==> src/rtl/dmarf_pkg.sv <==
// dmarf_pkg: shared types, register map codes and masks for the dma register file
// used by dmarf_ctrl, dmarf_datapath and dma_register_file_irq_priority_core
// no dependencies
package dmarf_pkg;

  localparam int NUM_CHANNELS = 7;
  localparam int CH_W         = 3;

  // function codes
  localparam logic [1:0] FUNC_READ  = 2'd0;
  localparam logic [1:0] FUNC_WRITE = 2'd1;
  localparam logic [1:0] FUNC_DONE  = 2'd2;

  // access width codes
  localparam logic [1:0] AW_BYTE = 2'd0;
  localparam logic [1:0] AW_HALF = 2'd1;
  localparam logic [1:0] AW_WORD = 2'd2;

  // register select within a channel or the control area
  localparam logic [1:0] REG_ADDR  = 2'd0;
  localparam logic [1:0] REG_COUNT = 2'd1;
  localparam logic [1:0] REG_CTRL  = 2'd2;
  localparam logic [1:0] REG_ALIAS = 2'd3;

  localparam logic [1:0] REG_PRIO  = 2'd0;
  localparam logic [1:0] REG_INT   = 2'd1;
  localparam logic [1:0] REG_FIX0  = 2'd2;
  localparam logic [1:0] REG_FIX1  = 2'd3;

  localparam logic [CH_W-1:0] CH_CONTROL = 3'd7;
  localparam logic [6:0]      OFF_INT_BYTE = 7'h76;
  localparam logic [6:0]      OFF_INT_WORD = 7'h74;

  // masks
  localparam logic [31:0] INT_WR_SET_MASK   = 32'h00ff803f;
  localparam logic [31:0] INT_WR_CLR_MASK   = 32'h7f000000;
  localparam logic [31:0] INT_IRQ_BIT       = 32'h80000000;
  localparam logic [31:0] CTRL_RD_CLR_MASK  = 32'h8e88f8fc;
  localparam logic [31:0] CTRL6_RD_CLR_MASK = 32'haeffffff;
  localparam logic [31:0] ADDR_RD_CLR_MASK  = 32'hff000000;
  localparam logic [31:0] INT_RD_CLR_MASK   = 32'h00007fc0;
  localparam logic [31:0] FIXED_VAL0        = 32'h6ffac611;
  localparam logic [31:0] FIXED_VAL1        = 32'h00ffffff;
  localparam logic [31:0] CTRL_ACTIVE_MASK  = 32'h11000000;
  localparam logic [31:0] CTRL6_RD_SET      = 32'h00000002;
  localparam logic [31:0] INT_KEEP_MASK     = 32'hff000000;

  typedef enum logic [1:0] {
    ST_IDLE,
    ST_EXEC,
    ST_EVAL,
    ST_HOLD
  } state_t;

  typedef struct packed {
    logic load;  // capture the input transfer
    logic exec;  // apply read, write or completion
    logic eval;  // recompute irq and serve channel into output regs
  } dp_cmd_t;

endpackage

==> src/rtl/dmarf_ctrl.sv <==
// dmarf_ctrl: sequencing state machine for the dma register file
// depends on dmarf_pkg
module dmarf_ctrl (
  input  logic              clk,
  input  logic              rst_n,
  input  logic              in_valid,
  input  logic              out_ready,
  output logic              in_ready,
  output logic              out_valid,
  output dmarf_pkg::dp_cmd_t cmd
);
  import dmarf_pkg::*;

  state_t state_r, state_nxt;

  always_ff @(posedge clk) begin
    if (!rst_n) begin
      state_r <= ST_IDLE;
    end else begin
      state_r <= state_nxt;
    end
  end

  always_comb begin
    state_nxt = state_r;
    case (state_r)
      ST_IDLE: begin
        if (in_valid) state_nxt = ST_EXEC;
      end
      ST_EXEC: state_nxt = ST_EVAL;
      ST_EVAL: state_nxt = ST_HOLD;
      ST_HOLD: begin
        if (out_ready) state_nxt = in_valid ? ST_EXEC : ST_IDLE;
      end
      default: state_nxt = ST_IDLE;
    endcase
  end

  always_comb begin
    in_ready  = 1'b0;
    out_valid = 1'b0;
    cmd       = '0;
    case (state_r)
      ST_IDLE: in_ready = 1'b1;
      ST_EXEC: cmd.exec = 1'b1;
      ST_EVAL: cmd.eval = 1'b1;
      ST_HOLD: begin
        out_valid = 1'b1;
        // next transfer may enter while the result leaves
        in_ready  = out_ready;
      end
      default: ;
    endcase
    cmd.load = in_valid & in_ready;
  end

endmodule

==> src/rtl/dmarf_datapath.sv <==
// dmarf_datapath: channel and control registers, read mux, irq and priority logic
// depends on dmarf_pkg
module dmarf_datapath (
  input  logic                        clk,
  input  logic                        rst_n,
  input  dmarf_pkg::dp_cmd_t          cmd,
  input  logic [1:0]                  in_func,
  input  logic [6:0]                  in_byte_offset,
  input  logic [1:0]                  in_access_width,
  input  logic [31:0]                 in_write_data,
  input  logic [dmarf_pkg::CH_W-1:0]  in_done_channel,
  output logic [31:0]                 out_read_data,
  output logic                        out_irq_line,
  output logic                        out_serve_valid,
  output logic [dmarf_pkg::CH_W-1:0]  out_serve_channel
);
  import dmarf_pkg::*;

  // captured transfer
  logic [1:0]      func_r;
  logic [6:0]      off_r;
  logic [1:0]      aw_r;
  logic [31:0]     data_r;
  logic [CH_W-1:0] done_r;

  // architectural state
  logic [31:0] priority_r;
  logic [31:0] interrupt_r;
  logic [23:0] chan_address_r [NUM_CHANNELS];
  logic [31:0] chan_count_r   [NUM_CHANNELS];
  logic [31:0] chan_control_r [NUM_CHANNELS];

  logic [CH_W-1:0] rd_ch;
  logic [1:0]      rd_rg;
  logic            rd_present;
  logic [31:0]     word_rd;
  logic [31:0]     rdata;

  logic            wr_en;
  logic [6:0]      wr_off;
  logic [31:0]     wr_data;
  logic [CH_W-1:0] wr_ch;
  logic [1:0]      wr_rg;
  logic            wr_present;
  logic            done_present;

  logic            irq;
  logic            found;
  logic [2:0]      best_pri;
  logic [CH_W-1:0] best_ch;

  always_ff @(posedge clk) begin
    if (cmd.load) begin
      func_r <= in_func;
      off_r  <= in_byte_offset;
      aw_r   <= in_access_width;
      data_r <= in_write_data;
      done_r <= in_done_channel;
    end
  end

  // read path
  assign rd_ch      = off_r[6:4];
  assign rd_rg      = off_r[3:2];
  assign rd_present = (rd_ch != CH_CONTROL) && (int'(rd_ch) < NUM_CHANNELS);

  always_comb begin
    word_rd = '0;
    if (rd_ch == CH_CONTROL) begin
      case (rd_rg)
        REG_PRIO: word_rd = priority_r;
        REG_INT:  word_rd = interrupt_r & ~INT_RD_CLR_MASK;
        REG_FIX0: word_rd = FIXED_VAL0;
        REG_FIX1: word_rd = FIXED_VAL1;
        default:  word_rd = '0;
      endcase
    end else if (rd_present) begin
      case (rd_rg)
        REG_ADDR:  word_rd = {8'h00, chan_address_r[rd_ch]} & ~ADDR_RD_CLR_MASK;
        REG_COUNT: word_rd = chan_count_r[rd_ch];
        default: begin
          if (rd_ch == CH_W'(6)) begin
            word_rd = (chan_control_r[rd_ch] & ~CTRL6_RD_CLR_MASK) | CTRL6_RD_SET;
          end else begin
            word_rd = chan_control_r[rd_ch] & ~CTRL_RD_CLR_MASK;
          end
        end
      endcase
    end
  end

  always_comb begin
    rdata = '0;
    if (func_r == FUNC_READ) begin
      case (aw_r)
        AW_BYTE: rdata = {24'h0, 8'(word_rd >> {off_r[1:0], 3'b000})};
        AW_HALF: rdata = {16'h0, 16'(word_rd >> {off_r[1], 4'b0000})};
        default: rdata = word_rd;
      endcase
    end
  end

  // write path; a byte write to the interrupt flag byte becomes a shifted word write
  always_comb begin
    wr_en   = 1'b0;
    wr_off  = off_r;
    wr_data = data_r;
    if (func_r == FUNC_WRITE) begin
      if (aw_r == AW_BYTE && off_r == OFF_INT_BYTE) begin
        wr_en   = 1'b1;
        wr_off  = OFF_INT_WORD;
        wr_data = {data_r[15:0], 16'h0000};
      end else if (aw_r == AW_WORD) begin
        wr_en = 1'b1;
      end
    end
  end

  assign wr_ch        = wr_off[6:4];
  assign wr_rg        = wr_off[3:2];
  assign wr_present   = (wr_ch != CH_CONTROL) && (int'(wr_ch) < NUM_CHANNELS);
  assign done_present = (done_r != CH_CONTROL) && (int'(done_r) < NUM_CHANNELS);

  // interrupt line from the updated interrupt register
  assign irq = interrupt_r[15] |
               (interrupt_r[23] & (|(interrupt_r[22:16] & interrupt_r[30:24])));

  // lowest priority code among enabled active channels, ties to higher channel
  always_comb begin
    found    = 1'b0;
    best_pri = '0;
    best_ch  = '0;
    for (int c = 0; c < NUM_CHANNELS; c++) begin
      if (priority_r[4*c+3] && (|(chan_control_r[c] & CTRL_ACTIVE_MASK)) &&
          (!found || priority_r[4*c +: 3] <= best_pri)) begin
        found    = 1'b1;
        best_pri = priority_r[4*c +: 3];
        best_ch  = CH_W'(c);
      end
    end
  end

  always_ff @(posedge clk) begin
    if (!rst_n) begin
      priority_r  <= '0;
      interrupt_r <= '0;
      for (int i = 0; i < NUM_CHANNELS; i++) begin
        chan_address_r[i] <= '0;
        chan_count_r[i]   <= '0;
        chan_control_r[i] <= '0;
      end
    end else if (cmd.exec) begin
      if (wr_en) begin
        if (wr_ch == CH_CONTROL) begin
          case (wr_rg)
            REG_PRIO: priority_r <= wr_data;
            REG_INT: begin
              interrupt_r <= ((interrupt_r & INT_KEEP_MASK) | (wr_data & INT_WR_SET_MASK)) &
                             ~(wr_data & INT_WR_CLR_MASK);
            end
            default: ;
          endcase
        end else if (wr_present) begin
          case (wr_rg)
            REG_ADDR:  chan_address_r[wr_ch] <= wr_data[23:0];
            REG_COUNT: chan_count_r[wr_ch]   <= wr_data;
            REG_CTRL:  chan_control_r[wr_ch] <= wr_data;
            default: ;
          endcase
        end
      end else if (func_r == FUNC_DONE && done_present) begin
        chan_control_r[done_r] <= chan_control_r[done_r] & ~CTRL_ACTIVE_MASK;
        if (interrupt_r[{2'b10, done_r}]) interrupt_r[{2'b11, done_r}] <= 1'b1;
      end
    end else if (cmd.eval) begin
      interrupt_r[31] <= irq;
    end
  end

  always_ff @(posedge clk) begin
    if (cmd.exec) begin
      out_read_data <= rdata;
    end
    if (cmd.eval) begin
      out_irq_line      <= irq;
      out_serve_valid   <= found;
      out_serve_channel <= best_ch;
    end
  end

endmodule

==> src/rtl/dma_register_file_irq_priority_core.sv <==
// dma_register_file_irq_priority_core: register side of a seven-channel dma controller
// instantiates dmarf_ctrl and dmarf_datapath; depends on dmarf_pkg
//
// usage:
//   the input channel carries one bus register read, register write or channel
//   completion event per transfer (in_func selects which). every input transfer
//   produces exactly one result transfer: the read data (zero unless a read),
//   the recomputed interrupt line and the highest-priority enabled channel with
//   its start or busy bit set.
//   timing: read data is registered in exec, irq and serve outputs in eval, and
//   the result is valid in hold; only one transfer is in flight at a time;
//   the controller steps capture, register update and irq/priority evaluation,
//   and a new input is taken in the same cycle the previous result is taken.
//   stall: the result holds on the out_ ports until out_ready; in_ready stays
//   low meanwhile, so nothing is lost or reordered.
//   reset: rst_n low clears all channel, priority and interrupt registers and
//   returns the controller to idle with no result pending.
module dma_register_file_irq_priority_core (
  input  logic                        clk,
  input  logic                        rst_n,
  input  logic                        in_valid,
  output logic                        in_ready,
  input  logic [1:0]                  in_func,
  input  logic [6:0]                  in_byte_offset,
  input  logic [1:0]                  in_access_width,
  input  logic [31:0]                 in_write_data,
  input  logic [dmarf_pkg::CH_W-1:0]  in_done_channel,
  output logic                        out_valid,
  input  logic                        out_ready,
  output logic [31:0]                 out_read_data,
  output logic                        out_irq_line,
  output logic                        out_serve_valid,
  output logic [dmarf_pkg::CH_W-1:0]  out_serve_channel
);
  import dmarf_pkg::*;

  dp_cmd_t cmd;

  dmarf_ctrl u_ctrl (
    .clk       (clk),
    .rst_n     (rst_n),
    .in_valid  (in_valid),
    .out_ready (out_ready),
    .in_ready  (in_ready),
    .out_valid (out_valid),
    .cmd       (cmd)
  );

  dmarf_datapath u_dp (
    .clk               (clk),
    .rst_n             (rst_n),
    .cmd               (cmd),
    .in_func           (in_func),
    .in_byte_offset    (in_byte_offset),
    .in_access_width   (in_access_width),
    .in_write_data     (in_write_data),
    .in_done_channel   (in_done_channel),
    .out_read_data     (out_read_data),
    .out_irq_line      (out_irq_line),
    .out_serve_valid   (out_serve_valid),
    .out_serve_channel (out_serve_channel)
  );

endmodule
==> config.mk <==
export PLATFORM = sky130hd
export DESIGN_NAME = dma_register_file_irq_priority_core
export DESIGN_NICKNAME = d
export VERILOG_FILES = /design/src/rtl/dmarf_pkg.sv /design/src/rtl/dmarf_ctrl.sv /design/src/rtl/dmarf_datapath.sv /design/src/rtl/dma_register_file_irq_priority_core.sv
export SDC_FILE = /design/constraint.sdc
export NUM_CORES = 1
export LEC_CHECK = 0
export BUFFER_PORTS_ARGS = -buffer_cell sky130_fd_sc_hd__buf_4
export CORE_MARGIN = 4
export CORE_UTILIZATION = 58
export CTS_BUF_LIST = sky130_fd_sc_hd__clkbuf_4 sky130_fd_sc_hd__clkbuf_8
export DETAILED_ROUTE_END_ITERATION = 10
export GPL_TIMING_DRIVEN = 0
export HOLD_SLACK_MARGIN = 0.1
export MAX_ROUTING_LAYER = met4
export PLACE_DENSITY_LB_ADDON = 0.2
export REMOVE_ABC_BUFFERS = 1
export SLEW_MARGIN = 20
export SYNTH_ARGS = -nofsm -noshare
export SYNTH_HDL_FRONTEND = slang
export SYNTH_SLANG_ARGS = --single-unit
==> constraint.sdc <==
create_clock -name clk -period 8.97 [get_ports clk]
set_clock_uncertainty 0.2 [all_clocks]
set_input_delay 0 -clock clk [delete_from_list [all_inputs] [get_ports clk]]
set_output_delay 0 -clock clk [all_outputs]
set_load 0.05 [all_outputs]
After elaboration in Yosys (flattened, before gate mapping)

Memories as Yosys holds them, arrays and structs flattened. A register that Yosys moved wholly into a read port is not among the register bits.
Index checks and enable logic that the tools add are counted.

Magnitude comparators: 12
Eq/ne operators: 28
Shift operators: 2
Multiplexer cells: 91
Bitwise logic cells: 8
Reduce and logical (&&, ||, !) cells: 57

Operators by type and width:

| operator           | number |
|---|---|
| $mux 32            | 12 |
| $pmux 32 s2        | 2 |
| $pmux 32 s4        | 1 |
| $reduce_or 32->1   | 3 |
| $mux 1             | 48 |
| $mux 3             | 13 |
| $and 32x32->32     | 1 |
| $not 31->32        | 1 |
| $or 32x24->32      | 1 |
| $or 32x32->32      | 1 |
| $shr 32x5->16      | 1 |
| $shr 32x5->8       | 1 |
| $mux 30            | 1 |
| $mux 24            | 1 |
| $reduce_or 24->1   | 1 |
| $logic_and 1x1->1  | 19 |
| $le 3x3->1         | 6 |
| $ne 3x3->1 const B | 5 |
| $eq 2x2->1 const B | 7 |
| $mux 2             | 7 |
| $mux 7             | 2 |
| $reduce_or 2->1    | 7 |
| $lt 5x6->1 const B | 2 |
| $eq 2x1->1 const B | 5 |
| other kinds (23)   | 50 |

Register bits: 149
Bits in writable memories: 616
Input bits: 50
Logic and storage cells: 215
Memories kept: 3

Memory list:

| name                | words | width | read ports | clocked after Yosys merged registers in | wr ports | RTL line             | text |
|---|---|---|---|---|---|---|---|
| u_dp.chan_control_r | 7     | 32    | 8          | 1                                       | 7        | dmarf_datapath.sv:31 | `logic [31:0] chan_control_r [NUM_CHANNELS];` |
| u_dp.chan_count_r   | 7     | 32    | 1          | 1                                       | 7        | dmarf_datapath.sv:30 | `logic [31:0] chan_count_r [NUM_CHANNELS];` |
| u_dp.chan_address_r | 7     | 24    | 1          | 1                                       | 7        | dmarf_datapath.sv:29 | `logic [23:0] chan_address_r [NUM_CHANNELS];` |

Depth between registers and ports, before layout

An unclocked memory read counts as a cell.

Word-level depth: 28
Mapped depth: 44
Mapped depth without buffers: 44

By module

A second synthesis with hierarchy kept.

Cell total of the unflattened synthesis: 2,444
Area, all modules: 31,714.2 um^2

By module, submodules not included:

| module         | times used | cells an instance | area each (um^2) | sequential area each (um^2) |
|---|---|---|---|---|
| dmarf_datapath | 1          | 2,422             | 31,512.7         | 19,999.2 |
| dmarf_ctrl     | 1          | 22                | 201.4            | 40.0 |

Worst setup path before layout

Ideal clock, no wire load.

Path kind: reg-to-reg
From: memory u_dp.chan_control_r[0][24]
To: register u_dp.out_serve_channel[0] (netlist bit), data pin
Library setup time: 255 ps
Arrival time: 7,965 ps
Required time: 8,515 ps
Setup slack: 550 ps
Cell stages (with the launch flop): 43
Cell sequence: edfxtp_1 -> o21a_1 -> nand2_1 -> ha_1 -> nor2b_1 -> o21ai_0 -> nand2b_1 -> a21oi_1 -> mux2_2 -> ha_1 -> nor2b_1 -> o21a_1 -> o21ai_0 -> nand2_1 -> nand2_1 -> o21ai_0 -> ha_1 -> nor2b_1 -> [7 not listed] -> nor2b_1 -> o21ai_0 -> nand2b_1 -> a31oi_1 -> o21ai_0 -> ha_1 -> a21o_1 -> a21oi_1 -> a31oi_1 -> a21oi_1 -> mux2_2 -> o21ai_0 -> ha_1 -> a21o_1 -> a21oi_1 -> a31oi_1 -> a21oi_1 -> o21ba_2

RTL lines:

| item                 | RTL line              | text |
|---|---|---|
| from (decl)          | dmarf_datapath.sv:31  |  |
| to (signal assigned) | dmarf_datapath.sv:187 | `out_serve_channel <= best_ch;` |
| to (decl)            | dmarf_datapath.sv:15  | `output logic [dmarf_pkg::CH_W-1:0] out_serve_channel` |

==> flow_metrics.py <==
metrics = {
    "sta": {
        "setup_viol": 0,
        "max_freq_mhz": 119,
        "slew_headroom_pct": 26.3,
        "fin_hold_ws_ns": 0.250,
        "rsz0062_at_grt": "false",
        "hold_viol_final": 0,
        "finalCritPeriodShare_pct": 94.1,
        "slew_violations": 0,
        "layout_setup_ws_ns": 0.533,
        "worstMarginPinSlew_ns": 1.11,
        "fin_crit_ns": 8.44,
        "fin_tns_setup_ns": 0,
    },
    "global_route": {
        "overflow": 0,
        "grt_antenna_before_repair": 1,
        "grt_pass1_wl_mm": 145,
        "grt_max_degree": 68,
        "grt_pass1_vias": 22600,
        "grt_usage_pct": 34.4,
    },
    "power_and_ir_drop": {
        "power_mw": 10.1,
        "vdd_drop_max_v": 0.000190,
        "p_leak_nw": 13.7,
        "power_density_nw_per_um2": 271,
    },
    "detailed_routing": {
        "avgRoutedWirePerCell_um": 28.0,
        "drt-initial-drc-count": 3031,
        "drc": 0,
        "viasPerCell": 6.46,
        "dr.pass1.iters": 6,
        "drt-total-wl_mm": 98.6,
        "drtAntennaViolNets": 0,
        "via_count": 22800,
    },
    "logic_synthesis": {
        "ys_ff_latch": 711,
        "synth_warnings": 0,
        "ys_top_cells_by_count": "edfxtp_1 (580), nor2_1 (487), nand2_1 (164)",
        "synth.most_common_cell": "edfxtp_1",
        "netlist.area_leader.share_pct": 55.0,
        "yosysTopAreaCell": "edfxtp_1",
        "synth_ff_type": "edfxtp_1",
        "ys_async_sr_fraction_pct": 0,
        "ys_top_cells_by_area": "edfxtp_1 (55%), mux4_2 (8.8%), dfxtp_1 (8.3%)",
        "synthCells": 2470,
        "yosysUniqueCellTypes": 80,
        "synth.yosys.seq_area_share_pct": 63.3,
        "synth.avg_cell_area_um2": 12.8,
        "synth_edf_count": 580,
        "syn_area_um2": 31700,
    },
    "final_layout": {
        "seq_area_um2": 20100,
        "layout-drive-gt1-share_pct": 21.1,
        "nets": 2797,
        "area_growth_syn_to_layout_pct": 17.8,
        "multi_input_area_um2": 11100,
        "fill_cells": 3736,
        "stdcell_count": 3524,
    },
    "placement": {
        "dp_hpwl_mm": 63.3,
        "place_ws_ns": -1.03,
        "place.gp.congestion": 0.977,
        "placed_cells": 3201,
        "io_buffers": 88,
    },
    "floorplan": {
        "dieWidth_um": 242,
        "rows": 85,
        "core_area_um2": 53900,
        "fp.dieH_um": 242,
        "io_pins": 89,
        "die-area_um2": 58400,
        "start_util_pct": 58.7,
    },
    "worst_setup_path": {
        "r2r_cells": 42,
        "critPathMostFrequentCell": "ha_1",
        "required_ns": 9.25,
        "crit_type": "register to register",
        "crit_family": "compound AO/OA/AOI/OAI gates",
        "r2r_start": "u_dp.chan_control_r[0][24]",
        "cpMaxStageDelayCell": "edfxtp_1",
        "worstSetupEndpointType": "register",
        "path_depth": 42,
        "cp_slowest_stage_delay_ns": 0.43,
        "cp.arrival_ns": 8.72,
        "cp_num_buf_inv": 4,
        "reg2reg_to": "u_dp.out_serve_channel[0]",
        "critPathLaunchType": "register",
        "regToRegSetupSlack_ns": 0.53,
        "path_max_fanout": 7,
    },
    "hold_path": {
        "min_from": "u_dp.chan_control_r[6][8]",
        "min_path_cells": 2,
        "min_to": "u_dp.chan_control_r[6][8]",
        "hold_class": "register to register",
    },
    "clock_network": {
        "clk_path_buf_depth": 3,
        "clk_latency_ns": 0.75,
        "clkSinkCount": 711,
        "cts_buffers": 112,
        "cts_tree": "done",
        "clk_root_buffer_cell": "clkbuf_8",
        "clk_pin_slew_ns": 0.06,
        "htree_levels": 3,
    },
    "outcome": {
        "status": "complete, no violations",
    },
    "job": {
        "maxCapViolCount": 0,
    },
}
==> flip-flops by register name (all words and copies together) (netlist names), 7 cells and up, named ones only <==
| register | cells |
|---|---|
| u_dp.chan_count_r | 256 |
| u_dp.chan_address_r | 192 |
| u_dp.chan_control_r | 120 |
| u_dp.data_r | 32 |
| u_dp.out_read_data | 32 |
| u_dp.priority_r | 32 |
| u_dp.interrupt_r | 23 |
| u_dp.off_r | 7 |
==> worst reg2reg max path, delay by kind of cell, from the launching register on <==
family | cells | cell delay, ns
flops | 1 | 0.43
mux | 4 | 1.37
buf+inv | 4 | 0.45
simple gates | 8 | 0.93
fa+ha+maj | 6 | 1.45
compound gates | 20 | 3.33
==> report_power, final <==
group          switching (mW)  total, mW  leakage (nW)  internal (mW)
Sequential              0.375       4.22          6.97           3.85
Combinational            1.90       3.04          5.51           1.14
Clock                    1.31       2.86          1.25           1.55
Total                    3.59       10.1          13.7           6.53
==> metrics by stage <==
step,util [%],instance area [um^2]
final,69.2,37300
after CTS,69.0,37200
after global routing,69.2,37300
after detailed placement,62.7,33800
after global placement,60.5,32600
after floorplan,-,31100
==> layout make-up <==
| class | count | share of cell area, % |
|---|---|---|
| Antenna cell | 3 | 0.0201 |
| Clock buffer | 166 | 5.45 |
| Clock inverter | 48 | 0.876 |
| Inverter | 74 | 0.765 |
| Multi-Input combinational cell | 1578 | 29.8 |
| Sequential cell | 711 | 53.8 |
| Tap cell | 696 | 2.33 |
| Timing Repair Buffer | 248 | 7.01 |
==> routing by layer <==
layer	track usage (%)	part of all wire, %
met1	45.6	37
met2	53.0	46
met3	6.66	12
met4	14.4	4.8
met5	-	0
==> kinds of logic (layout without fill, tap and decap cells) <==
group / after synthesis / after routing / synth area share [%]
AO/OA/AOI/OAI: 344 / 344 / 6.82
adder cells (fa/ha/maj): 22 / 22 / 0.870
buffers and inverters: 251 / 536 / 3.41
flip-flops: 711 / 711 / 63.3
multiplexers: 243 / 243 / 13.2
other: 1 / 74 / 0.0118
AND/OR/NAND/NOR: 898 / 898 / 12.4
==> worst max path at each step <==
stage          slack, ns                        end                  startpoint
2_1_floorplan       0.55  u_dp.out_serve_channel[0]  u_dp.chan_control_r[0][24]
3_5_place_dp       -1.03  u_dp.out_serve_channel[0]          u_dp.priority_r[3]
4_1_cts            0.004  u_dp.out_serve_channel[0]          u_dp.priority_r[3]
6_report            0.53  u_dp.out_serve_channel[0]  u_dp.chan_control_r[0][24]
3_3_place_gp       -3.48      u_dp.out_read_data[2]                    register
5_1_grt             0.01  u_dp.out_serve_channel[0]  u_dp.chan_control_r[0][24]
==> layout by cell type (no fill, tap or decap), types with 14 or more instances in the layout <==
master,netlist,final
edfxtp_1,580,580
o21ai_0,71,64
o22ai_1,22,22
mux2i_1,81,80
dfxtp_1,131,127
nor2_1,487,482
nand2_2,12,20
inv_1,69,68
nor2b_1,21,21
nand2b_1,21,21
dlygate4sd3_1,0,98
nor3_1,65,63
nand3_1,63,58
mux4_2,123,123
a21oi_1,112,109
nand2_1,164,150
conb_1,1,71
mux2i_4,13,16
buf_16,0,14
clkinv_1,0,27
mux2_2,23,22
clkbuf_4,0,40
ha_1,22,21
clkbuf_8,0,126
buf_4,8,105
a211oi_1,42,42
==> repair_timing <==
action,in CTS,in global routing
hold buffers,98,0
pin swaps,1,6
setup endpoints to repair,3,3
resized for setup,9,8
hold endpoints to repair,197,0
buffers inserted,0,8
Power figures use the tool's default switching activity.
